$ cat src/hw/rtl/pulse_height_analyzer_macros.svh
// assertion macros for the pulse height analyzer
`ifndef PULSE_HEIGHT_ANALYZER_MACROS_SVH
`define PULSE_HEIGHT_ANALYZER_MACROS_SVH
`ifndef SYNTH
// same-cycle implication
`define PHA_ASSERT_IMPL(lbl, clk, rst, ante, cons, msg) \
  lbl: assert property (@(posedge clk) disable iff (rst) (ante) |-> (cons)) \
    else $error(msg);
// next-cycle implication
`define PHA_ASSERT_NEXT(lbl, clk, rst, ante, cons, msg) \
  lbl: assert property (@(posedge clk) disable iff (rst) (ante) |=> (cons)) \
    else $error(msg);
`else
`define PHA_ASSERT_IMPL(lbl, clk, rst, ante, cons, msg)
`define PHA_ASSERT_NEXT(lbl, clk, rst, ante, cons, msg)
`endif
`endif

$ cat src/hw/rtl/pha_fifo.sv
// small register fifo used for the request queue and the result buffer
`timescale 1ns / 1ps
module pha_fifo #(
  parameter int DATA_W = 8,
  parameter int DEPTH  = 2
) (
  input  logic                         clk,
  input  logic                         rst,
  input  logic                         push_valid,
  output logic                         push_ready,
  input  logic [DATA_W-1:0]            push_data,
  output logic                         pop_valid,
  input  logic                         pop_ready,
  output logic [DATA_W-1:0]            pop_data,
  output logic [$clog2(DEPTH+1)-1:0]   count
);

  localparam int PW = (DEPTH > 1) ? $clog2(DEPTH) : 1;
  localparam int CW = $clog2(DEPTH + 1);

  logic [DATA_W-1:0] slots [DEPTH];
  logic [PW-1:0]     wr_ptr;
  logic [PW-1:0]     rd_ptr;
  logic              do_push;
  logic              do_pop;

  assign push_ready = (count != CW'(DEPTH));
  assign pop_valid  = (count != '0);
  assign pop_data   = slots[rd_ptr];
  assign do_push    = push_valid && push_ready;
  assign do_pop     = pop_valid && pop_ready;

  always_ff @(posedge clk) begin
    if (rst) begin
      wr_ptr <= '0;
      rd_ptr <= '0;
      count  <= '0;
    end else begin
      if (do_push) begin
        wr_ptr <= (wr_ptr == PW'(DEPTH - 1)) ? '0 : wr_ptr + PW'(1);
      end
      if (do_pop) begin
        rd_ptr <= (rd_ptr == PW'(DEPTH - 1)) ? '0 : rd_ptr + PW'(1);
      end
      count <= count + CW'(do_push) - CW'(do_pop);
    end
  end

  always_ff @(posedge clk) begin
    if (do_push) begin
      slots[wr_ptr] <= push_data;
    end
  end

endmodule

$ cat config.mk
export PLATFORM = sky130hd
export DESIGN_NAME = pha_fifo
export DESIGN_NICKNAME = d
export VERILOG_FILES = /design/src/hw/rtl/pulse_height_analyzer_macros.svh /design/src/hw/rtl/pha_fifo.sv
export SDC_FILE = /design/constraint.sdc
export NUM_CORES = 1
export LEC_CHECK = 0
export ABC_AREA = 0
export BUFFER_PORTS_ARGS = -buffer_cell sky130_fd_sc_hd__buf_2
export CAP_MARGIN = 20
export CORE_MARGIN = 2
export CORE_UTILIZATION = 52
export CTS_CLUSTER_SIZE = 28
export DETAILED_ROUTE_END_ITERATION = 8
export GPL_ROUTABILITY_DRIVEN = 0
export GPL_TIMING_DRIVEN = 0
export PLACE_DENSITY = 0.9
export SYNTH_ARGS = -nofsm -noshare
export SYNTH_HDL_FRONTEND = slang
export SYNTH_SLANG_ARGS = --single-unit
$ cat constraint.sdc
create_clock -name clk -period 3.7 [get_ports clk]
set_input_delay 0.555 -clock clk [delete_from_list [all_inputs] [get_ports clk]]
set_output_delay 0.555 -clock clk [all_outputs]
set_load 0.1 [all_outputs]
Word-level counts from Yosys, hierarchy flattened
Memory sizes are Yosys's and may differ from the RTL's. A register that Yosys moved wholly into a read port is not among the register bits.
Index checks and enable logic that the tools add are counted.
{"block": "classes", "n_addsub": 4, "n_mul": 0, "n_div": 0, "magnitude_cmp": 0, "n_eq_ne": 1, "shift": 0, "muxes": 6, "bitwise_logic": 0, "n_reduce_logical": 3}
{"cell": "two-way mux 1 bit", "count": 6}
{"cell": "adder 1 bit, second input constant", "count": 2}
{"cell": "adder 2 x 1 -> 2 bit", "count": 1}
{"cell": "logical AND 1 bit", "count": 2}
{"cell": "!= test 2 bit, second input constant", "count": 1}
{"cell": "nonzero test 2 bit", "count": 1}
{"cell": "subtractor 2 x 1 -> 2 bit", "count": 1}
{"block": "word_totals", "register_bits": 4, "latch_bits": 0, "ram_bits": 16, "mem_bits_ro": 0, "input_bits": 12, "out_inout_bits": 12, "word_cells": 18, "n_memories": 1}
{"memory": "slots", "depth": 2, "word_bits": 8, "read_ports": 1, "rd_clocked_by_memory_dff": 1, "write_ports": 1, "line_no": "pha_fifo.sv:21", "rtl": "logic [DATA_W-1:0] slots [DEPTH];"}

Depth between registers and ports, before layout
{"block": "depth", "ltp_word": 4, "mapped_depth": 6, "mapped_depth_nobuf": 6}

Worst setup path after synthesis
Ideal clock, no wire load.
{"block": "synth_timing", "path_kind": "reg2reg", "start": "register count[1]", "end": "register count[1]", "setup_ns": 0.126, "arrival_ns": 2.623, "t_required_ns": 3.574, "setup_slack_ns": 0.951, "stages_incl_launch_ff": 7, "n_path_buf": 0, "synth_period_minus_slack_ns": 2.749, "cell_sequence": "dfxtp_1 nand2b_2 a21oi_1 a311oi_1 ha_1 nor4_1 nor3_2"}
{"block": "synth_via", "elab_chain_len": 4, "word_cells_on_any_way": 6, "cone_classes": "add/sub: 2; eq/ne: 1; reduce/logical: 3"}
{"item": "from (decl)", "line_no": "pha_fifo.sv:15", "rtl": "output logic [$clog2(DEPTH+1)-1:0] count"}
{"item": "from (signal assigned)", "line_no": "pha_fifo.sv:45", "rtl": "count <= count + CW'(do_push) - CW'(do_pop);"}
{"item": "!= test 2 bit", "line_no": "pha_fifo.sv:27", "rtl": "assign push_ready = (count != CW'(DEPTH));"}
{"item": "named net push_ready", "line_no": "pha_fifo.sv:10", "rtl": "output logic push_ready,"}
{"item": "logical AND 1 bit", "line_no": "pha_fifo.sv:30", "rtl": "assign do_push = push_valid && push_ready;"}
{"item": "adder 2 x 1 -> 2 bit", "line_no": "pha_fifo.sv:45"}
{"item": "subtractor 2 x 1 -> 2 bit", "line_no": "pha_fifo.sv:45"}
The timed path passes the listed nets, and every way through them passes these cells.
A chain may end at the register's enable or synchronous reset.

==> results.md <==
- Status: complete, no violations
- Worst Path Arrival: approximately 1.5 ns
- Pins Over Slew Limit: 0
- Critical setup path kind: reg -> out
- Met2 Usage GRT: approximately 30%
- Die area: a little under 2000 sq um
- Residual DRC count: 0
- Met1 Use GR: around 17%
- H-tree Lvls: 1
- Synth Area per Inst: about 16 sq um
- Gr usage total: roughly 17%
- Vias in the first global route: 574
- Busiest layer in global routing: met2
- Post-CTS Setup Inserts: 0
- Total CTS buffers: 3
- Post-cts gate resize count: 0
- Via/cell ratio: 5.57
- Max VDD drop: between 0.0005 and 0.0006 V
- Drt total wl: about 1.4 mm
- Pre-CTS setup slack: ~2 ns
- Initial antenna violation count: 0
- Worst Tran Pin Value: just under 0.5 ns
- Hpwl dp: ~1.1 mm
- Final Worst Setup Slack: about 1.6 ns
- Crit path max fanout: 8
- Asr flop ratio synth: 0%
- Final number of hold-violating endpoints: 0
- Setup Skew: approximately 0.0011 ns
- Setup TNS: 0 ns
- # hold bufs at CTS: 0
- Worst hold path type: in -> reg
- Net Count, Synth: 65
- Slowest library cell on the worst path: mux2_2
- Cell family with most CP delay: buffers and inverters
- Max Cap Viol: 0
- Avg WL per Cell: ~15 um
- Top FF cell, synth: edfxtp_1
- CP Buf/Inv Count: 2
- # clock sinks: 21
- Slew headroom: 67.6%
- Max stage delay on crit path: 0.35 ns
- Sequential cell area fraction in the yosys report: 69.0%
- Final Instance Count excl. Fillers: 95
- CTS tree: done
- Placed inst area: 976 sq um
- Gr ovfl total: 0
- Global-route wire length before repair: between 2 and 2.5 mm
- Synth-to-layout area growth: 19.2%
- Clock Latency Late Sink: 0.30 ns
- Number of synthesized flops with an enable pin: 16
- Buffer depth of the longest clock path: 2
- Crit path cell chain: buf_2 > mux2_2 > buf_2
- Syn Inst Count: 52
- Crit path capture type: primary output
- Cell mode on critical path: buf_2
- Grt met3 use: under 10%
- RSZ-0062 raised after global routing: false
- #FFs+latches synth: 21
- Setup crit start kind: flip-flop
- Die X: 44.2 um
- Library cells used by synthesis: 22
- Final Setup Violations: 0
- Die H: 44.2 um
- Layout cells sized above 1: between 50% and 60%
- Starting DRT DRC Count: 11
- Antenna-violating nets left: 0
- Filler cells: around 110
- Leak: around 0.0004 uW
- Area of all placed cells without fillers: between 1000 and 1500 sq um
- N_diodes: 0
- Ports: 24
- Drt pass-1 iters: 4
- PwrDens: between 700 and 800 nW/um^2
- Clk slew on worst S/H paths: about 0.1 ns
- FP Rows: 14
- Crit path time final: ~2 ns
- Cells after DPL: between 90 and 100
- CP Data Required Time: 3.14 ns
- Ys Warns: 0
- Layout Nets: 93
- Initial Util: 55.8%
- Pin count of the biggest net entering global routing: 12
- Crit share post-route: 55.4%
- Port bufs: 23
- Mapped Area: about 840 sq um
- CTS Root Cell: clkbuf_4
- CORE AREA: about 1500 sq um
- Max Fclk: between 400 and 500 MHz
- DR vias: 529
placed cells by master, fill, tap and decap left out:
cell and n:
nor4_1 1, and3_2 1, nor3_2 1, ha_1 1
edfxtp_1 16, o21ai_1 1, nand3b_1 1, clkbuf_1 1
inv_1 1, a311oi_1 1, buf_2 24, dfxtp_1 5
nand2b_2 1, nor4bb_2 1, a21bo_1 1, nor2_1 3
and3_4 1, nor2b_1 2, clkbuf_4 3, mux2_2 8
o31a_1 1, a21oi_1 2, or2_2 1, xor2_1 1
cell type report:
type                            count  area [sq um]  share of cell area [%]
Timing Repair Buffer               23           115                    11.5
Clock buffer                        4          26.3                    2.62
Multi-Input combinational cell     29           251                    25.1
Buffer                              1          5.00                   0.499
Sequential cell                    21           581                    57.9
Tap cell                           16          20.0                    2.00
Inverter                            1          3.75                   0.375
power breakdown:
group	switching [uW]	internal [uW]	total (uW)	leakage, uW
Combinational	307	76.5	384	0.000191
Sequential	18.8	286	305	0.000191
Clock	63.6	42.0	106	0.0000150
Total	389	405	794	0.000397
synth_stat cells (all sizes together), types with 2 or more instances:
cell type   n  share of area (%)
edfxtp     16                 57
a21oi       2                1.2
mux2        8                 11
dfxtp       5                 12
nor2b       2                1.5
and3        2                2.2
nor2        3                1.3
cell families after synthesis:
kind of cell    count (synthesis)  synth area share (%)
flops                          21                  69.0
simple gates                   13                  11.6
mux                             8                  10.7
compound gates                  6                  5.06
buf+inv                         2                  1.04
xor+xnor                        1                  1.04
fa+ha+maj                       1                  1.49
per-layer routing:
metal / routed length [um] / up-vias
li1: - / 254
met1: 516 / 245
met2: 737 / 24
met3: 90 / 6
met4: 35 / 0
met5: 0 / -
path summary, 6_finish.rpt:
path / from / end / slack [ns] / depth (start not counted)
max: flip-flop / pop_data[3] / 1.65 / 3
min: push_data[2] / slots[0][2] / 0.44 / 1
max reg2reg: count[0] / count[1] / 2.01 / 6
min reg2reg: rd_ptr / rd_ptr / 0.52 / 2
per-stage QoR:
stage | hold WS, ns | utilization, % | power, uW
5_1_grt | 0.427 | 66.5 | 825
3_5_place_dp | 0.508 | 64.8 | 696
3_3_place_gp | 0.485 | 64.8 | 686
6_report | 0.438 | 66.5 | 794
4_1_cts | 0.434 | 66.5 | 800
2_1_floorplan | 0.472 | - | 640
sequential cells by signal, indices dropped and copies added (netlist names), named ones only:
name and cells:
slots 16, rd_ptr 1, wr_ptr 1, count 2
No activity file was read; power rests on OpenSTA's default activity.
