`src/hw/rtl/pulse_height_analyzer_macros.svh`:
```
// assertion macros for the pulse height analyzer
`ifndef PULSE_HEIGHT_ANALYZER_MACROS_SVH
`define PULSE_HEIGHT_ANALYZER_MACROS_SVH
`ifndef SYNTH
// same-cycle implication
`define PHA_ASSERT_IMPL(lbl, clk, rst, ante, cons, msg) \
  lbl: assert property (@(posedge clk) disable iff (rst) (ante) |-> (cons)) \
    else $error(msg);
// next-cycle implication
`define PHA_ASSERT_NEXT(lbl, clk, rst, ante, cons, msg) \
  lbl: assert property (@(posedge clk) disable iff (rst) (ante) |=> (cons)) \
    else $error(msg);
`else
`define PHA_ASSERT_IMPL(lbl, clk, rst, ante, cons, msg)
`define PHA_ASSERT_NEXT(lbl, clk, rst, ante, cons, msg)
`endif
`endif

```
`src/hw/rtl/pha_pkg.sv`:
```
// shared types and constants of the pulse height analyzer
`timescale 1ns / 1ps
package pha_pkg;

  localparam int RECORD_LEN_DEFAULT   = 1024;
  localparam int BASELINE_LEN_DEFAULT = 200;
  localparam int NUM_BINS_DEFAULT     = 100;
  localparam int COUNT_WIDTH_DEFAULT  = 32;

  localparam int SAMPLE_W    = 16;
  localparam int AMPL_W      = 17;
  localparam int SEL_W       = 7;
  localparam int OUT_COUNT_W = 32;
  localparam int HIST_LOW_W  = 18;
  localparam int SCALE_W     = 24;
  localparam int SCALE_FRAC  = 16;
  localparam int DIFF_W      = 19;
  localparam int CFG_INDEX_W = 2;
  localparam int CFG_DATA_W  = 24;
  localparam int QUEUE_DEPTH = 4;
  localparam int OUT_DEPTH   = 2;

  localparam logic signed [HIST_LOW_W-1:0] HIST_LOW_RESET  = -18'sd10;
  localparam logic        [SCALE_W-1:0]    BIN_SCALE_RESET = 24'd131072;

  localparam logic [CFG_INDEX_W-1:0] REG_HIST_LOW  = 2'd0;
  localparam logic [CFG_INDEX_W-1:0] REG_BIN_SCALE = 2'd1;

  localparam logic OP_SAMPLE = 1'b0;
  localparam logic OP_READ   = 1'b1;

  localparam logic KIND_AMPL  = 1'b0;
  localparam logic KIND_COUNT = 1'b1;

  typedef struct packed {
    logic                   valid;
    logic [CFG_INDEX_W-1:0] index;
    logic [CFG_DATA_W-1:0]  data;
  } cfg_write_t;

  typedef struct packed {
    logic clearing;
  } status_t;

  typedef struct packed {
    logic                     kind;
    logic signed [AMPL_W-1:0] amplitude;
    logic [SEL_W-1:0]         bin_number;
    logic [OUT_COUNT_W-1:0]   bin_count;
  } result_t;

endpackage

```
`src/hw/rtl/pha_front.sv`:
```
// front end: accepts requests, tracks the record and queues work for the back end
`timescale 1ns / 1ps
module pha_front #(
  parameter int RECORD_LEN   = pha_pkg::RECORD_LEN_DEFAULT,
  parameter int BASELINE_LEN = pha_pkg::BASELINE_LEN_DEFAULT,
  parameter int SUM_W        = 24,
  parameter int Q_W          = 48
) (
  input  logic                                clk,
  input  logic                                rst,
  input  logic                                in_valid,
  output logic                                in_ready,
  input  logic                                op,
  input  logic signed [pha_pkg::SAMPLE_W-1:0] sample,
  input  logic [pha_pkg::SEL_W-1:0]           bin_select,
  input  pha_pkg::status_t                    status,
  output logic                                push_valid,
  input  logic                                push_ready,
  output logic [Q_W-1:0]                      push_data
);

  localparam int IDX_W = $clog2(RECORD_LEN);

  logic [IDX_W-1:0]                    sample_index;
  logic signed [pha_pkg::SAMPLE_W-1:0] running_minimum;
  logic signed [SUM_W-1:0]             baseline_sum;
  logic signed [pha_pkg::SAMPLE_W-1:0] minimum_next;
  logic signed [SUM_W-1:0]             baseline_sum_next;
  logic                                last;
  logic                                take_sample;

  assign in_ready    = !status.clearing && push_ready;
  assign take_sample = in_valid && in_ready && (op == pha_pkg::OP_SAMPLE);
  assign last        = (sample_index == IDX_W'(RECORD_LEN - 1));

  always_comb begin
    minimum_next = running_minimum;
    if ((sample_index == '0) || (sample < running_minimum)) begin
      minimum_next = sample;
    end
    baseline_sum_next = baseline_sum;
    if (32'(sample_index) < 32'(BASELINE_LEN)) begin
      baseline_sum_next = baseline_sum + SUM_W'(sample);
    end
  end

  // a read always goes to the back end, a sample only when it closes a record
  assign push_valid = in_valid && !status.clearing
                      && ((op == pha_pkg::OP_READ) || last);
  assign push_data  = {op, bin_select, baseline_sum_next, minimum_next};

  always_ff @(posedge clk) begin
    if (rst) begin
      sample_index    <= '0;
      running_minimum <= '0;
      baseline_sum    <= '0;
    end else if (take_sample) begin
      running_minimum <= minimum_next;
      if (last) begin
        sample_index <= '0;
        baseline_sum <= '0;
      end else begin
        sample_index <= sample_index + IDX_W'(1);
        baseline_sum <= baseline_sum_next;
      end
    end
  end

endmodule

```
`config.mk`:
```
export PLATFORM = sky130hd
export DESIGN_NAME = pha_front
export DESIGN_NICKNAME = d
export VERILOG_FILES = /design/src/hw/rtl/pulse_height_analyzer_macros.svh /design/src/hw/rtl/pha_pkg.sv /design/src/hw/rtl/pha_front.sv
export SDC_FILE = /design/constraint.sdc
export NUM_CORES = 1
export LEC_CHECK = 0
export BUFFER_PORTS_ARGS = -buffer_cell sky130_fd_sc_hd__buf_2
export CAP_MARGIN = 20
export CORE_ASPECT_RATIO = 2
export CORE_MARGIN = 3
export CORE_UTILIZATION = 35
export DETAILED_ROUTE_END_ITERATION = 16
export PLACE_DENSITY = 0.66
export SYNTH_ARGS = -nofsm -noshare
export SYNTH_HDL_FRONTEND = slang
export SYNTH_SLANG_ARGS = --single-unit
```
`constraint.sdc`:
```
create_clock -name clk -period 4.56 [get_ports clk]
set_input_delay 0.456 -clock clk [delete_from_list [all_inputs] [get_ports clk]]
set_output_delay 0.456 -clock clk [all_outputs]
set_load 0.01 [all_outputs]
```
---- Yosys cells after proc, flatten, opt, wreduce, memory -nomap -nowiden ----
Index checks and enable logic that the tools add are counted.
word-level totals
  flip-flop bits (word level) ............. 50
  input port bits ......................... 29
  logic and storage cells ................. 22
operators by class
  add/subtract/negate cells ............... 2
  $lt $le $gt $ge ......................... 2
  eq/ne operators ......................... 1
  multiplexer cells ....................... 4
  bitwise gates (word level) .............. 1
  reduce and logical (&&, ||, !) cells .... 9
operator list
  kind                                                                           number
  24-bit 2-to-1 mux                                                              2
  24-bit by 16-bit adder with 24-bit output                                      1
  16-bit less-than comparator                                                    1
  16-bit 2-to-1 mux                                                              1
  10-bit by 1-bit adder with 10-bit output, second input constant                1
  10-bit equality test, second input constant                                    1
  10-bit zero test                                                               1
  10-bit by 8-bit less-than comparator with 1-bit output, second input constant  1
  10-bit 2-to-1 mux                                                              1
  1-bit logical AND                                                              5
  1-bit logical OR                                                               2
  1-bit zero test                                                                1
  1-bit NOT                                                                      1

---- Logic depth before layout (Yosys ltp) ----
  depth after elaboration ................. 4
  depth in mapped cells ................... 11
  mapped depth without buffers ............ 10

---- Worst setup path before layout ----
No wires, ideal clock.
  path kind ............................... input port to output port
  from .................................... input sample[0] (netlist name)
  to ...................................... output push_data[38]
  arrival time ............................ 2.571 ns
  data required time ...................... 4.104 ns
  slack ................................... 1.533 ns
  cell stages on the path ................. 10
  buffers on the path ..................... 0
  cells stage by stage .................... ha_1 inv_1 fa_1 and2b_1 o2111ai_2 a2111oi_2 nor3_1 o31ai_1 xnor2_1 o21ai_0
between the ends
  word-level cells in the longest chain between the ends .. 2
RTL lines
  item                                       RTL line         RTL
  start, declared                            pha_front.sv:14  input logic signed [pha_pkg::SAMPLE_W-1:0] sample,
  24-bit by 16-bit adder with 24-bit output  pha_front.sv:43  baseline_sum_next = baseline_sum + SUM_W'(sample);
  24-bit 2-to-1 mux                          pha_front.sv:42  if (32'(sample_index) < 32'(BASELINE_LEN)) begin
  end, declared                              pha_front.sv:19  output logic [Q_W-1:0] push_data
Every way passes these cells.

---- Final worst setup path ----
  from .................................... register running_minimum[6] (netlist name)
  to ...................................... output push_data[8]
between the ends
  word-level cells in the longest chain between the ends .. 3
RTL lines
  item                         RTL line         RTL
  start, declared              pha_front.sv:25  logic signed [pha_pkg::SAMPLE_W-1:0] running_minimum;
  start signal, assigned       pha_front.sv:58  running_minimum <= minimum_next;
  16-bit less-than comparator  pha_front.sv:38  if ((sample_index == '0) || (sample < running_minimum)) begin
  1-bit logical OR             pha_front.sv:38
  16-bit 2-to-1 mux            pha_front.sv:38
Every way passes these cells.

==> results.toml <==
[layout]
final-seq-area_mm2 = 0.00100
final_net_count = 643
antennaDiodeCount = 0
finalCoreUtilization = 0.403
fraction_of_layout_cells_with_a_size_suffix_above_1 = 0.178
multi_input_comb_area_mm2 = 0.00282
post-route-cell-area_mm2 = 0.00461
layout-area-overhead-vs-synth_pct = 12.1
n_fill_cell = 1215

[clock_network]
cts.sink_count = 50
h_tree_depth = 2
tritoncts = "yes"
cts_hold_buf = 0
ctsRootBufferMaster = "sky130_fd_sc_hd__clkbuf_16"
clock_insertion_delay_worst_skew_ps = 300
post-cts-setup-buffer-count = 0
clock_path_buffers = 2
number_of_cts_inserted_buffers = 5
clk_transition_reported_paths_ps = 70
cts-resized-gates = 0

[timing]
setup-tns-final_ps = 0
fmaxAchievable_mhz = 276
timing.final.hold_violations = 0
final_critical_path_setup_slack_ps = 937
finalMaxSlewViolations = 0
final_period_minus_worst_setup_slack_ps = 3620
layout_skew_ps = 12.8
final_min_period_over_clock_period = 0.794
tightest_slew_ps = 832
timing.slew.headroom = 0.445
setup-violations-final = 0
setup_repair_after_global_routing_missed_its_margin = "false"

[place]
detailedPlace.worstSlack_ps = 952
place.gp.congestion = 0.896
placedInstanceArea_mm2 = 0.00444
dpl.hpwl_um = 8510
io_buffer_count = 64

[floorplan]
core.rowCount = 55
fp.dieArea_mm2 = 0.0132
count_of_boundary_i_o_pins = 79
initial_standard_cell_utilization_of_the_core = 0.360
overall_die_width_um = 82.6
floorplan.core_area_mm2 = 0.0114
die-height_um = 159

[power]
fin_total_pwr_mw = 1.13
power_density_mw_per_mm2 = 244
power.static_leakage_nw = 1.98
ir_worst_vdd_uv = 127

[setup_path]
timing.critical_path.from = "running_minimum[6]"
rr_startpoint = "running_minimum[6]"
critPathKind = "reg2out"
setup.worst_path.start_class = "flip-flop"
timing.critical_path.to_type = "output port"
crit_fanout = 32
worst_ep_required_time_ps = 4100
timing.critical_path.arrival_ps = 3170

[global_routing]
grt_most_used_layer = "met2"
global_route.usage.total = 0.174
antenna_violations_before_repair = 0
global_route_wire_length_before_repair_um = 18400
globalRouteOverflowTotal = 0
use_met2 = 0.325
grt_start_max_net_pins = 40
grt_use_met1 = 0.191
grt.met3_usage = 0.0193
via_count_of_the_first_global_routing_pass = 3950

[yosys]
synth_area_per_inst_um2 = 7.68
netlist_instances = 535
ys_async_sr_fraction = 0
yosys-top-cells-count = "74 x sky130_fd_sc_hd__nand2_1, 50 x sky130_fd_sc_hd__dfxtp_1, 48 x sky130_fd_sc_hd__o21ai_0"
yosys-top-cells-area = "sky130_fd_sc_hd__dfxtp_1 24%, sky130_fd_sc_hd__ha_1 12%, sky130_fd_sc_hd__nand2_1 6.8%"
postSynthNetCount = 605
synth.lib_cells_used.distinct = 55
syn_area_mm2 = 0.00411
synthMostInstantiatedCell = "sky130_fd_sc_hd__nand2_1"
yosys_most_used_dff = "sky130_fd_sc_hd__dfxtp_1"
seq_area_frac_synth = 0.243
ys_seq_elements = 50
proportion_of_netlist_area_held_by_the_largest_area_contributor = 0.243
yosys_warnings = 0
synth_largest_area_cell = "sky130_fd_sc_hd__dfxtp_1"
number_of_enable_flip_flop_cells_after_synthesis = 0

[outcome]
outcome = "complete, no violations"

[drt]
drt_pass1_iterations = 4
drtAntennaViolNets = 0
drt_iter0_drc = 145
post-route-drc-count = 0
detail_route.vias_per_cell = 5.40
dr_vias = 3863
routedWlPerCell_um = 15.4
wl_um = 11100

[min_path]
timing.hold.worst.class = "in2reg"
min-delay-start = "sample[0]"

[run]
drv_cap = 0
## worst max-delay path: stages (launching register included)
cell and delay, ps:
sky130_fd_sc_hd__dfxtp_1 310, sky130_fd_sc_hd__inv_1 50, sky130_fd_sc_hd__ha_1 280, sky130_fd_sc_hd__a21o_1 190
sky130_fd_sc_hd__a221oi_2 300, sky130_fd_sc_hd__o221ai_2 150, sky130_fd_sc_hd__a211oi_1 260, sky130_fd_sc_hd__a211o_1 600
sky130_fd_sc_hd__buf_4 410, sky130_fd_sc_hd__nand2_1 90, sky130_fd_sc_hd__o21ai_0 80, sky130_fd_sc_hd__buf_2 150
## worst paths after layout
kind / end / slack, ps / cells past startpoint
min: running_minimum[0] / 440 / 3
max: push_data[8] / 940 / 11
min reg2reg: baseline_sum[22] / 490 / 2
max reg2reg: running_minimum[14] / 1620 / 10
## area by class of cell
type	count	area share
Clock inverter	1	0.00652
Multi-Input combinational cell	423	0.612
Timing Repair Buffer	68	0.0760
Inverter	25	0.0204
Clock buffer	7	0.0288
Sequential cell	50	0.217
Tap cell	142	0.0386
## power by group
group,internal [mW],switching (mW)
clock,0.260,0.173
combinational,0.0943,0.147
sequential,0.445,0.00543
## cells in the final DEF, fill, tap and decap left out, types with 3 or more instances in the layout
cell type                   netlist  layout
sky130_fd_sc_hd__a21o_1          32      32
sky130_fd_sc_hd__xnor2_1         15      15
sky130_fd_sc_hd__nand2_1         74      74
sky130_fd_sc_hd__nand2b_1         5       5
sky130_fd_sc_hd__o31ai_1          4       4
sky130_fd_sc_hd__clkbuf_16        0       5
sky130_fd_sc_hd__o21a_1           7       7
sky130_fd_sc_hd__buf_2            5      64
sky130_fd_sc_hd__a21oi_1         25      25
sky130_fd_sc_hd__ha_1            40      40
sky130_fd_sc_hd__xor2_1          13      13
sky130_fd_sc_hd__nor3_1           7       7
sky130_fd_sc_hd__and4_1           5       5
sky130_fd_sc_hd__dfxtp_1         50      50
sky130_fd_sc_hd__o211ai_1         3       3
sky130_fd_sc_hd__nor2_1          44      44
sky130_fd_sc_hd__nand4_1          6       6
sky130_fd_sc_hd__mux2_2           4       4
sky130_fd_sc_hd__and3_1           5       5
sky130_fd_sc_hd__a21oi_2         14      14
sky130_fd_sc_hd__buf_4            8       4
sky130_fd_sc_hd__a22oi_1          9       9
sky130_fd_sc_hd__a22o_1           7       7
sky130_fd_sc_hd__o21ai_0         48      47
sky130_fd_sc_hd__a31oi_1          3       3
sky130_fd_sc_hd__inv_1           25      25
sky130_fd_sc_hd__nand3_1         21      21
## cells by family (layout without fill, tap and decap cells)
family | Yosys count | in the layout | share of synthesized area
buf+inv | 62 | 101 | 0.0712
fa+ha+maj | 41 | 41 | 0.127
compound gates | 170 | 170 | 0.288
xor+xnor | 28 | 28 | 0.0596
flops | 50 | 50 | 0.243
mux | 5 | 5 | 0.0134
simple gates | 179 | 179 | 0.198
## registers in the layout, indices dropped and copies added (netlist names)
register         count
sample_index        10
baseline_sum        24
running_minimum     16
## per-layer routing
| layer | up-vias | part of all wire |
|---|---|---|
| met3 | 22 | 0.032 |
| li1 | 1960 | - |
| met1 | 1806 | 0.39 |
| met2 | 75 | 0.55 |
| met4 | 0 | 0.023 |
| met5 | - | 0 |
## metrics by stage
stage,std cells,hold slack (ps)
2_1_floorplan,535,447
3_3_place_gp,708,462
3_5_place_dp,708,482
4_1_cts,716,445
5_1_grt,716,455
6_report,716,442
Note: power is estimated with default switching activity, not from simulation.
